[config.mk]
export PLATFORM = sky130hd
export DESIGN_NAME = netstring_deframer_core
export DESIGN_NICKNAME = d
export VERILOG_FILES = /design/src/nsd_pkg.sv /design/src/netstring_deframer_core.sv /design/src/nsd_step.sv
export VERILOG_INCLUDE_DIRS = /design/src /design/src/src
export SDC_FILE = /design/constraint.sdc
export NUM_CORES = 1
export LEC_CHECK = 0
export ABC_AREA = 1
export BUFFER_PORTS_ARGS = -buffer_cell sky130_fd_sc_hd__buf_4
export CORE_ASPECT_RATIO = 1.1
export CORE_UTILIZATION = 40
export CTS_BUF_LIST = sky130_fd_sc_hd__clkbuf_4
export DETAILED_ROUTE_END_ITERATION = 12
export GPL_ROUTABILITY_DRIVEN = 0
export GPL_TIMING_DRIVEN = 0
export PLACE_DENSITY = 0.66
export SLEW_MARGIN = 15
export SYNTH_ARGS = -nofsm -noshare
export SYNTH_HDL_FRONTEND = slang
export SYNTH_SLANG_ARGS = --single-unit
[constraint.sdc]
create_clock -name clk_i -period 6.1 [get_ports clk_i]
set_input_delay 0.61 -clock clk_i [delete_from_list [all_inputs] [get_ports clk_i]]
set_output_delay 0.61 -clock clk_i [all_outputs]
set_load 0.01 [all_outputs]
[src/netstring_deframer_core_assert.svh]
// Assertion helpers shared by the deframer RTL.
`ifndef NETSTRING_DEFRAMER_CORE_ASSERT_SVH
`define NETSTRING_DEFRAMER_CORE_ASSERT_SVH

// pre implies post in the same cycle, checked out of reset.
`define NSD_ASSERT_IMP(lbl, clk, rst_n, pre, post, msg) \
  lbl: assert property (@(posedge clk) disable iff (!rst_n) (pre) |-> (post)) \
    else $error(msg);

// pre implies post in the following cycle, checked out of reset.
`define NSD_ASSERT_NEXT(lbl, clk, rst_n, pre, post, msg) \
  lbl: assert property (@(posedge clk) disable iff (!rst_n) (pre) |=> (post)) \
    else $error(msg);

`endif

[src/nsd_pkg.sv]
package nsd_pkg;

  // Widths of the stream and of the decoded length.
  localparam int unsigned ByteW = 8;
  localparam int unsigned LenW  = 30;

  // Longest accepted decimal length field.
  localparam int unsigned MaxDigits = 9;
  localparam int unsigned DigW      = $clog2(MaxDigits + 1);

  // Configuration port.
  localparam int unsigned CfgIdxW = 1;
  localparam logic [CfgIdxW-1:0] RegLimitEnable = 1'd0;
  localparam logic [CfgIdxW-1:0] RegMaxLength   = 1'd1;
  localparam logic [LenW-1:0]    MaxLenReset    = 30'd999999999;
  localparam logic [LenW-1:0]    LenSat         = '1;

  // Framing characters.
  localparam logic [ByteW-1:0] ChColon = 8'h3A;
  localparam logic [ByteW-1:0] ChComma = 8'h2C;
  localparam logic [ByteW-1:0] ChZero  = 8'h30;
  localparam logic [ByteW-1:0] ChNine  = 8'h39;

  typedef enum logic [2:0] {
    KIND_HEADER   = 3'd0,
    KIND_PAYLOAD  = 3'd1,
    KIND_COMPLETE = 3'd2,
    KIND_ERROR    = 3'd3,
    KIND_DISCARD  = 3'd4
  } kind_e;

  typedef enum logic [2:0] {
    ERR_NONE       = 3'd0,
    ERR_TOO_LONG   = 3'd1,
    ERR_LEAD_ZERO  = 3'd2,
    ERR_NO_LENGTH  = 3'd3,
    ERR_NO_COLON   = 3'd4,
    ERR_OVER_LIMIT = 3'd5,
    ERR_NO_COMMA   = 3'd6
  } err_e;

  typedef struct packed {
    logic            limit_en;
    logic [LenW-1:0] max_len;
  } cfg_t;

  typedef struct packed {
    kind_e            kind;
    logic [ByteW-1:0] payload_byte;
    logic             payload_last;
    logic [LenW-1:0]  frame_length;
    logic             header_done;
    err_e             error_code;
  } res_t;

endpackage

[src/netstring_deframer_core.sv]
// Channel   Direction  Handshake              Beat contents
// input     in         in_valid_i/in_stall_o  data_byte_i
// output    out        out_valid_o/out_stall_i byte_kind_o, payload_byte_o, payload_last_o,
//                                             frame_length_o, header_done_o, error_code_o
// config    in         cfg_we_i               cfg_index_i, cfg_wdata_i
//
// One byte is taken per cycle while in_stall_o is low; its result is held in
// the output register or the skid stage. The path from data_byte_i through the
// deframer state update (one x10 add and one length compare) into the result
// register sets the cycle. Reset clears the deframer to the header phase and
// the registers to limit off, maximum 999999999. A stalled output fills a
// one-beat skid stage; only when that is also full does in_stall_o rise.

`include "netstring_deframer_core_assert.svh"

module netstring_deframer_core (
  input  logic                        clk_i,
  input  logic                        rst_ni,

  input  logic                        in_valid_i,
  output logic                        in_stall_o,
  input  logic [nsd_pkg::ByteW-1:0]   data_byte_i,

  output logic                        out_valid_o,
  input  logic                        out_stall_i,
  output logic [2:0]                  byte_kind_o,
  output logic [nsd_pkg::ByteW-1:0]   payload_byte_o,
  output logic                        payload_last_o,
  output logic [nsd_pkg::LenW-1:0]    frame_length_o,
  output logic                        header_done_o,
  output logic [2:0]                  error_code_o,

  input  logic                        cfg_we_i,
  input  logic [nsd_pkg::CfgIdxW-1:0] cfg_index_i,
  input  logic [nsd_pkg::LenW-1:0]    cfg_wdata_i
);

  nsd_pkg::cfg_t cfg_q;
  nsd_pkg::res_t res;
  nsd_pkg::res_t out_q, skid_q;
  logic          out_valid_q, skid_valid_q;
  logic          in_acc, out_take;

  // Configuration registers, no read-back: the user writes them only while idle; the block does not enforce it.
  always_ff @(posedge clk_i or negedge rst_ni) begin
    if (!rst_ni) begin
      cfg_q.limit_en <= 1'b0;
      cfg_q.max_len  <= nsd_pkg::MaxLenReset;
    end else if (cfg_we_i) begin
      case (cfg_index_i)
        nsd_pkg::RegLimitEnable: cfg_q.limit_en <= cfg_wdata_i[0];
        nsd_pkg::RegMaxLength:   cfg_q.max_len  <= cfg_wdata_i;
        default: ;
      endcase
    end
  end

  // Take a byte whenever the skid stage is free.
  assign in_stall_o = skid_valid_q;
  assign in_acc     = in_valid_i && !skid_valid_q;
  assign out_take   = out_valid_q && !out_stall_i;

  nsd_step u_step (
    .clk_i    (clk_i),
    .rst_ni   (rst_ni),
    .accept_i (in_acc),
    .data_i   (data_byte_i),
    .cfg_i    (cfg_q),
    .res_o    (res)
  );

  // Output control: the output register shows the oldest beat, the skid
  // stage holds one more while the consumer stalls.
  always_ff @(posedge clk_i or negedge rst_ni) begin
    if (!rst_ni) begin
      out_valid_q  <= 1'b0;
      skid_valid_q <= 1'b0;
    end else if (skid_valid_q) begin
      if (out_take) begin
        skid_valid_q <= 1'b0;
      end
    end else if (in_acc) begin
      if (out_valid_q && !out_take) begin
        skid_valid_q <= 1'b1;
      end
      out_valid_q <= 1'b1;
    end else if (out_take) begin
      out_valid_q <= 1'b0;
    end
  end

  // Result payload: advance from skid, load fresh, or hold.
  always_ff @(posedge clk_i) begin
    if (skid_valid_q) begin
      if (out_take) begin
        out_q <= skid_q;
      end
    end else if (in_acc) begin
      if (!out_valid_q || out_take) begin
        out_q <= res;
      end else begin
        skid_q <= res;
      end
    end
  end

  assign out_valid_o    = out_valid_q;
  assign byte_kind_o    = out_q.kind;
  assign payload_byte_o = out_q.payload_byte;
  assign payload_last_o = out_q.payload_last;
  assign frame_length_o = out_q.frame_length;
  assign header_done_o  = out_q.header_done;
  assign error_code_o   = out_q.error_code;

  `NSD_ASSERT_IMP(a_skid_behind_out, clk_i, rst_ni, skid_valid_q, out_valid_q,
                  "skid stage full while output register empty")
  `NSD_ASSERT_IMP(a_header_done_kind, clk_i, rst_ni, out_valid_q && out_q.header_done,
                  out_q.kind == nsd_pkg::KIND_HEADER && out_q.error_code == nsd_pkg::ERR_NONE,
                  "header done on a non-header beat")
  `NSD_ASSERT_IMP(a_discard_has_code, clk_i, rst_ni,
                  out_valid_q && out_q.kind == nsd_pkg::KIND_DISCARD,
                  out_q.error_code != nsd_pkg::ERR_NONE, "discard beat without error code")

endmodule

[src/nsd_step.sv]
`include "netstring_deframer_core_assert.svh"

module nsd_step (
  input  logic                     clk_i,
  input  logic                     rst_ni,
  input  logic                     accept_i,
  input  logic [nsd_pkg::ByteW-1:0] data_i,
  input  nsd_pkg::cfg_t            cfg_i,
  output nsd_pkg::res_t            res_o
);

  typedef enum logic [1:0] {
    PH_HEADER  = 2'd0,
    PH_PAYLOAD = 2'd1,
    PH_TRAILER = 2'd2,
    PH_ERROR   = 2'd3
  } phase_e;

  localparam int unsigned MulW = nsd_pkg::LenW + 4;

  phase_e                     phase_q, phase_d;
  logic [nsd_pkg::LenW-1:0]   acc_q, acc_d;
  logic [nsd_pkg::DigW-1:0]   cnt_q, cnt_d;
  logic                       lz_q, lz_d;
  logic [nsd_pkg::LenW-1:0]   rem_q, rem_d;
  nsd_pkg::err_e              err_q, err_d;

  logic                       is_digit;
  logic [3:0]                 digit;
  logic [MulW-1:0]            mul10;
  logic [nsd_pkg::LenW-1:0]   acc_sat;
  nsd_pkg::res_t              res;

  assign is_digit = (data_i >= nsd_pkg::ChZero) && (data_i <= nsd_pkg::ChNine);
  assign digit    = 4'(data_i - nsd_pkg::ChZero);
  // acc * 10 + d as (acc << 3) + (acc << 1) + d
  assign mul10    = MulW'({acc_q, 3'b000}) + MulW'({acc_q, 1'b0}) + MulW'(digit);
  assign acc_sat  = (mul10[MulW-1:nsd_pkg::LenW] != '0) ? nsd_pkg::LenSat
                                                       : mul10[nsd_pkg::LenW-1:0];

  always_comb begin
    phase_d = phase_q;
    acc_d   = acc_q;
    cnt_d   = cnt_q;
    lz_d    = lz_q;
    rem_d   = rem_q;
    err_d   = err_q;

    res              = '0;
    res.kind         = nsd_pkg::KIND_HEADER;
    res.error_code   = nsd_pkg::ERR_NONE;

    case (phase_q)
      PH_HEADER: begin
        if (is_digit) begin
          if (cnt_q >= nsd_pkg::DigW'(nsd_pkg::MaxDigits)) begin
            err_d = nsd_pkg::ERR_TOO_LONG;
          end else if (lz_q) begin
            err_d = nsd_pkg::ERR_LEAD_ZERO;
          end else begin
            acc_d = acc_sat;
            lz_d  = (cnt_q == '0) && (digit == 4'd0);
            cnt_d = cnt_q + nsd_pkg::DigW'(1);
          end
        end else if (data_i == nsd_pkg::ChColon) begin
          if (cnt_q == '0) begin
            err_d = nsd_pkg::ERR_NO_LENGTH;
          end else if (cfg_i.limit_en && (acc_q > cfg_i.max_len)) begin
            err_d = nsd_pkg::ERR_OVER_LIMIT;
          end else begin
            res.frame_length = acc_q;
            res.header_done  = 1'b1;
            if (acc_q == '0) begin
              phase_d = PH_TRAILER;
            end else begin
              rem_d   = acc_q;
              phase_d = PH_PAYLOAD;
            end
          end
        end else begin
          err_d = nsd_pkg::ERR_NO_COLON;
        end
      end
      PH_PAYLOAD: begin
        res.kind         = nsd_pkg::KIND_PAYLOAD;
        res.payload_byte = data_i;
        if (rem_q <= nsd_pkg::LenW'(1)) begin
          rem_d            = '0;
          res.payload_last = 1'b1;
          phase_d          = PH_TRAILER;
        end else begin
          rem_d = rem_q - nsd_pkg::LenW'(1);
        end
      end
      PH_TRAILER: begin
        if (data_i == nsd_pkg::ChComma) begin
          res.kind         = nsd_pkg::KIND_COMPLETE;
          res.frame_length = acc_q;
          acc_d            = '0;
          cnt_d            = '0;
          lz_d             = 1'b0;
          rem_d            = '0;
          phase_d          = PH_HEADER;
        end else begin
          err_d = nsd_pkg::ERR_NO_COMMA;
        end
      end
      default: begin
        res.kind       = nsd_pkg::KIND_DISCARD;
        res.error_code = err_q;
      end
    endcase

    // a fresh error: report it now and park in the error phase
    if (phase_q != PH_ERROR && err_d != nsd_pkg::ERR_NONE) begin
      res            = '0;
      res.kind       = nsd_pkg::KIND_ERROR;
      res.error_code = err_d;
      phase_d        = PH_ERROR;
    end
  end

  assign res_o = res;

  always_ff @(posedge clk_i or negedge rst_ni) begin
    if (!rst_ni) begin
      phase_q <= PH_HEADER;
      acc_q   <= '0;
      cnt_q   <= '0;
      lz_q    <= 1'b0;
      rem_q   <= '0;
      err_q   <= nsd_pkg::ERR_NONE;
    end else if (accept_i) begin
      phase_q <= phase_d;
      acc_q   <= acc_d;
      cnt_q   <= cnt_d;
      lz_q    <= lz_d;
      rem_q   <= rem_d;
      err_q   <= err_d;
    end
  end

  `NSD_ASSERT_NEXT(a_error_sticks, clk_i, rst_ni, phase_q == PH_ERROR,
                   phase_q == PH_ERROR && $stable(err_q), "error phase was left")
  `NSD_ASSERT_IMP(a_payload_count, clk_i, rst_ni, phase_q == PH_PAYLOAD,
                  rem_q != '0, "payload phase with no bytes left")
  `NSD_ASSERT_IMP(a_error_code_set, clk_i, rst_ni, phase_q == PH_ERROR,
                  err_q != nsd_pkg::ERR_NONE, "error phase without a code")

endmodule

==> impl_metrics.env <==
export IMPL_crit_buf_inv=1
export IMPL_drt_initial_drc_count=691
export IMPL_leakage_uw=0.00645
export IMPL_grt_pass1_wl_um=51800
export IMPL_synth_edf_count=92
export IMPL_post_cts_resized=0
export IMPL_pin_count=92
export IMPL_cts_max_path_buffers=2
export IMPL_synthArstFlopShare_pct=52.8
export IMPL_grt_setup_unrepaired="no"
export IMPL_worstPathRequired_ns=6.59
export IMPL_grt_util_met2_pct=34.5
export IMPL_fp_dieArea_mm2=0.0317
export IMPL_tritoncts="done"
export IMPL_cts_buffers=17
export IMPL_ys_ff_latch=195
export IMPL_ir_worst_vdd_mv=0.293
export IMPL_synth_compound_area_share_pct=11.7
export IMPL_skew_ns=0.0307
export IMPL_path_clk_slew_ns=0.19
export IMPL_hold_buffers=0
export IMPL_start_util_pct=40.6
export IMPL_synth_top_family_by_area="simple AND/OR/NAND/NOR gates"
export IMPL_via_count=10294
export IMPL_finalMaxSlewViolations=0
export IMPL_setup_worst_path_class="register to register"
export IMPL_viasPerCell=5.16
export IMPL_p_sw_uw=4540
export IMPL_finalHoldViolations=0
export IMPL_crit_path_end_kind="register"
export IMPL_worstSetupStartpointType="register"
export IMPL_total_power_uw=8690
export IMPL_synthMuxAreaShare_pct=0
export IMPL_path_delay_family="simple AND/OR/NAND/NOR gates"
export IMPL_routedWlPerCell_um=16.2
export IMPL_swShare_pct=52.2
export IMPL_overflow=0
export IMPL_synth_common_cells="nand2_1, inv_1, nor2_1"
export IMPL_slowest_stage="dfrtp_1"
export IMPL_grt_use_total_pct=20.9
export IMPL_placed_cell_area_mm2=0.0137
export IMPL_met3_usage_pct=2.80
export IMPL_fp_dieH_um=187
export IMPL_synthAdderAreaFrac_pct=10.4
export IMPL_dp_cells=1960
export IMPL_synth_warnings=0
export IMPL_synth_distinct_cells=59
export IMPL_pwr_share_clk_pct=9.1
export IMPL_finalNonFillerCells=1994
export IMPL_power_internal_uw=4160
export IMPL_portBuffers=91
export IMPL_syn_area_mm2=0.0124
export IMPL_yosys_top_cells_area="edfxtp_1, dfrtp_1, nand2_1, ha_1, inv_1"
export IMPL_slew_headroom_pct=33.0
export IMPL_core_mm2=0.0305
export IMPL_max_stage_delay_ns=0.74
export IMPL_yosysMostFrequentCell="nand2_1"
export IMPL_grt_pass1_vias=10038
export IMPL_worstMarginPinSlew_ns=1.00
export IMPL_syn_avg_cell_area_um2=8.53
export IMPL_power_density_mw_per_mm2=621
export IMPL_grt_start_max_net_pins=104
export IMPL_drv_cap=0
export IMPL_synthCells=1453
export IMPL_core_rowCount=67
export IMPL_fin_setup_tns_ns=0
export IMPL_worstPathArrival_ns=4.34
export IMPL_netlist_area_leader_share_pct=22.3
export IMPL_finalSetupViolations=0
export IMPL_synthesis_nets=1599
export IMPL_p_comb_share_pct=62.6
export IMPL_chipWidth_um=170
export IMPL_synth_main_ff_cell="edfxtp_1"
export IMPL_max_freq_ghz=0.260
export IMPL_synth_top_cell_by_area="edfxtp_1"
export IMPL_clk_latency_ns=0.63
export IMPL_status="complete, no violations"
export IMPL_min_period_ns=3.85
export IMPL_path_cells="fa_1 -> fa_1 -> nand3_1 -> nand3_1 -> nand2_2 -> nand2_2 -> nand3_1 -> nand2_2 -> nand2_1 -> nand2_1 -> nand3_1 -> nand2_1 -> or2_1 -> a21oi_4 -> buf_4 -> nand3_1 -> nand2_1 -> nand2_1"
export IMPL_hp_class="input port to async pin"
export IMPL_seqPwrFrac_pct=28.4
export IMPL_stdcell_area_mm2=0.0140
export IMPL_area_delta_synth_final_pct=12.9
export IMPL_post_dp_hpwl_um=23900
export IMPL_drt_total_wl_um=32300
export IMPL_drive_gt1_share_pct=16.9
export IMPL_yosys_area_share_simple_pct=23.8
export IMPL_busiest_layer="met2"
export IMPL_cts_sinks=195
export IMPL_antenna_found_initial=1
export IMPL_cts_setup_buffers=0
export IMPL_finalCritPeriodShare_pct=63.1
export IMPL_dr_pass1_iters=5
export IMPL_nets=1711
export IMPL_final_antenna_net_count=0
export IMPL_htreeDepth=4
export IMPL_ys_seq_area_share_pct=43.3
export IMPL_cp_max_fo=10
export IMPL_cts_root_buf="clkbuf_4"
export IMPL_synthXorXnorAreaFrac_pct=3.60
export IMPL_gr_usage_met1_pct=27.0
export IMPL_drc_errors=0
-- power by group through the flow --
stage	clock, uW	sequential, uW	combinational, uW
6_report	791	2460	5440
5_1_grt	849	2490	6100
4_1_cts	805	2450	5420
3_5_place_dp	0	2480	5390
3_3_place_gp	0	2490	5280
2_1_floorplan	0	2290	3990
-- sequential cells by signal, indices dropped and copies added, names as in the netlist, 4 cells and up --
signal          flops
u_step.cnt_q        4
payload_byte_o      8
skid_q             46
u_step.rem_q       30
u_step.acc_q       30
cfg_q              31
frame_length_o     30
-- path summary, 6_finish.rpt --
kind	start	endpoint	slack [ns]	depth (start not counted)
worst max-delay path	u_step.acc_q[2]	u_step.acc_q[29]	2.25	18
worst min-delay path	rst_ni	u_step.acc_q[11]	0.11	1
worst max register to register	u_step.acc_q[2]	u_step.acc_q[29]	2.25	18
worst min register to register	cfg_q[14]	cfg_q[14]	0.50	2
max in group asynchronous	rst_ni	u_step.acc_q[21]	5.34	1
min in group clk_i	cfg_we_i	cfg_q[30]	0.16	2
-- routing by layer --
metal,wire [um],part of all wire [%],vias up
met3,1640,5.1,77
met5,0,0,-
met1,14200,44,4832
li1,-,-,5073
met4,1440,4.4,0
met2,15000,46,312
-- stage by stage --
| step | worst slack [ns] | hold slack (ns) | utilization (%) |
|---|---|---|---|
| 6_report | 2.25 | 0.111 | 45.9 |
| 2_1_floorplan | 2.46 | 0.314 | - |
| 3_3_place_gp | 1.40 | 0.474 | 44.6 |
| 4_1_cts | 2.30 | 0.130 | 45.9 |
| 3_5_place_dp | 2.28 | 0.475 | 44.8 |
| 5_1_grt | 1.97 | 0.142 | 45.9 |
-- area by class of cell --
| class | count | area [um2] |
|---|---|---|
| fillers | 2958 | 16500 |
| multi-input cells | 1048 | 6160 |
| flip-flops and latches | 195 | 5370 |
| repair buffers | 93 | 727 |
| inverters | 165 | 619 |
| well taps | 414 | 518 |
| plain buffers | 45 | 275 |
| clock inverters | 15 | 204 |
| clock buffers | 17 | 128 |
| diodes | 2 | 5.00 |
-- kinds of logic after synthesis --
kind of cell / Yosys count
AND/OR/NAND/NOR: 644
adder cells (fa/ha/maj): 102
XOR/XNOR: 51
buffers and inverters: 210
flip-flops: 195
AO/OA/AOI/OAI: 251
-- layout by cell type, fill, tap and decap left out, types with 20 or more instances in the layout --
master,synthesis,routed
xor2_1,26,26
inv_1,154,154
edfxtp_1,92,92
nand3_1,50,50
xnor2_1,25,25
o21ai_0,54,54
nand3_2,39,39
buf_4,4,94
nand2_1,352,352
a21oi_1,91,90
ha_1,100,100
clkbuf_1,20,20
o21ai_1,46,46
nor2_1,128,127
dfrtp_1,82,82
dfstp_2,21,21
No activity file was read; power rests on OpenSTA's default activity.
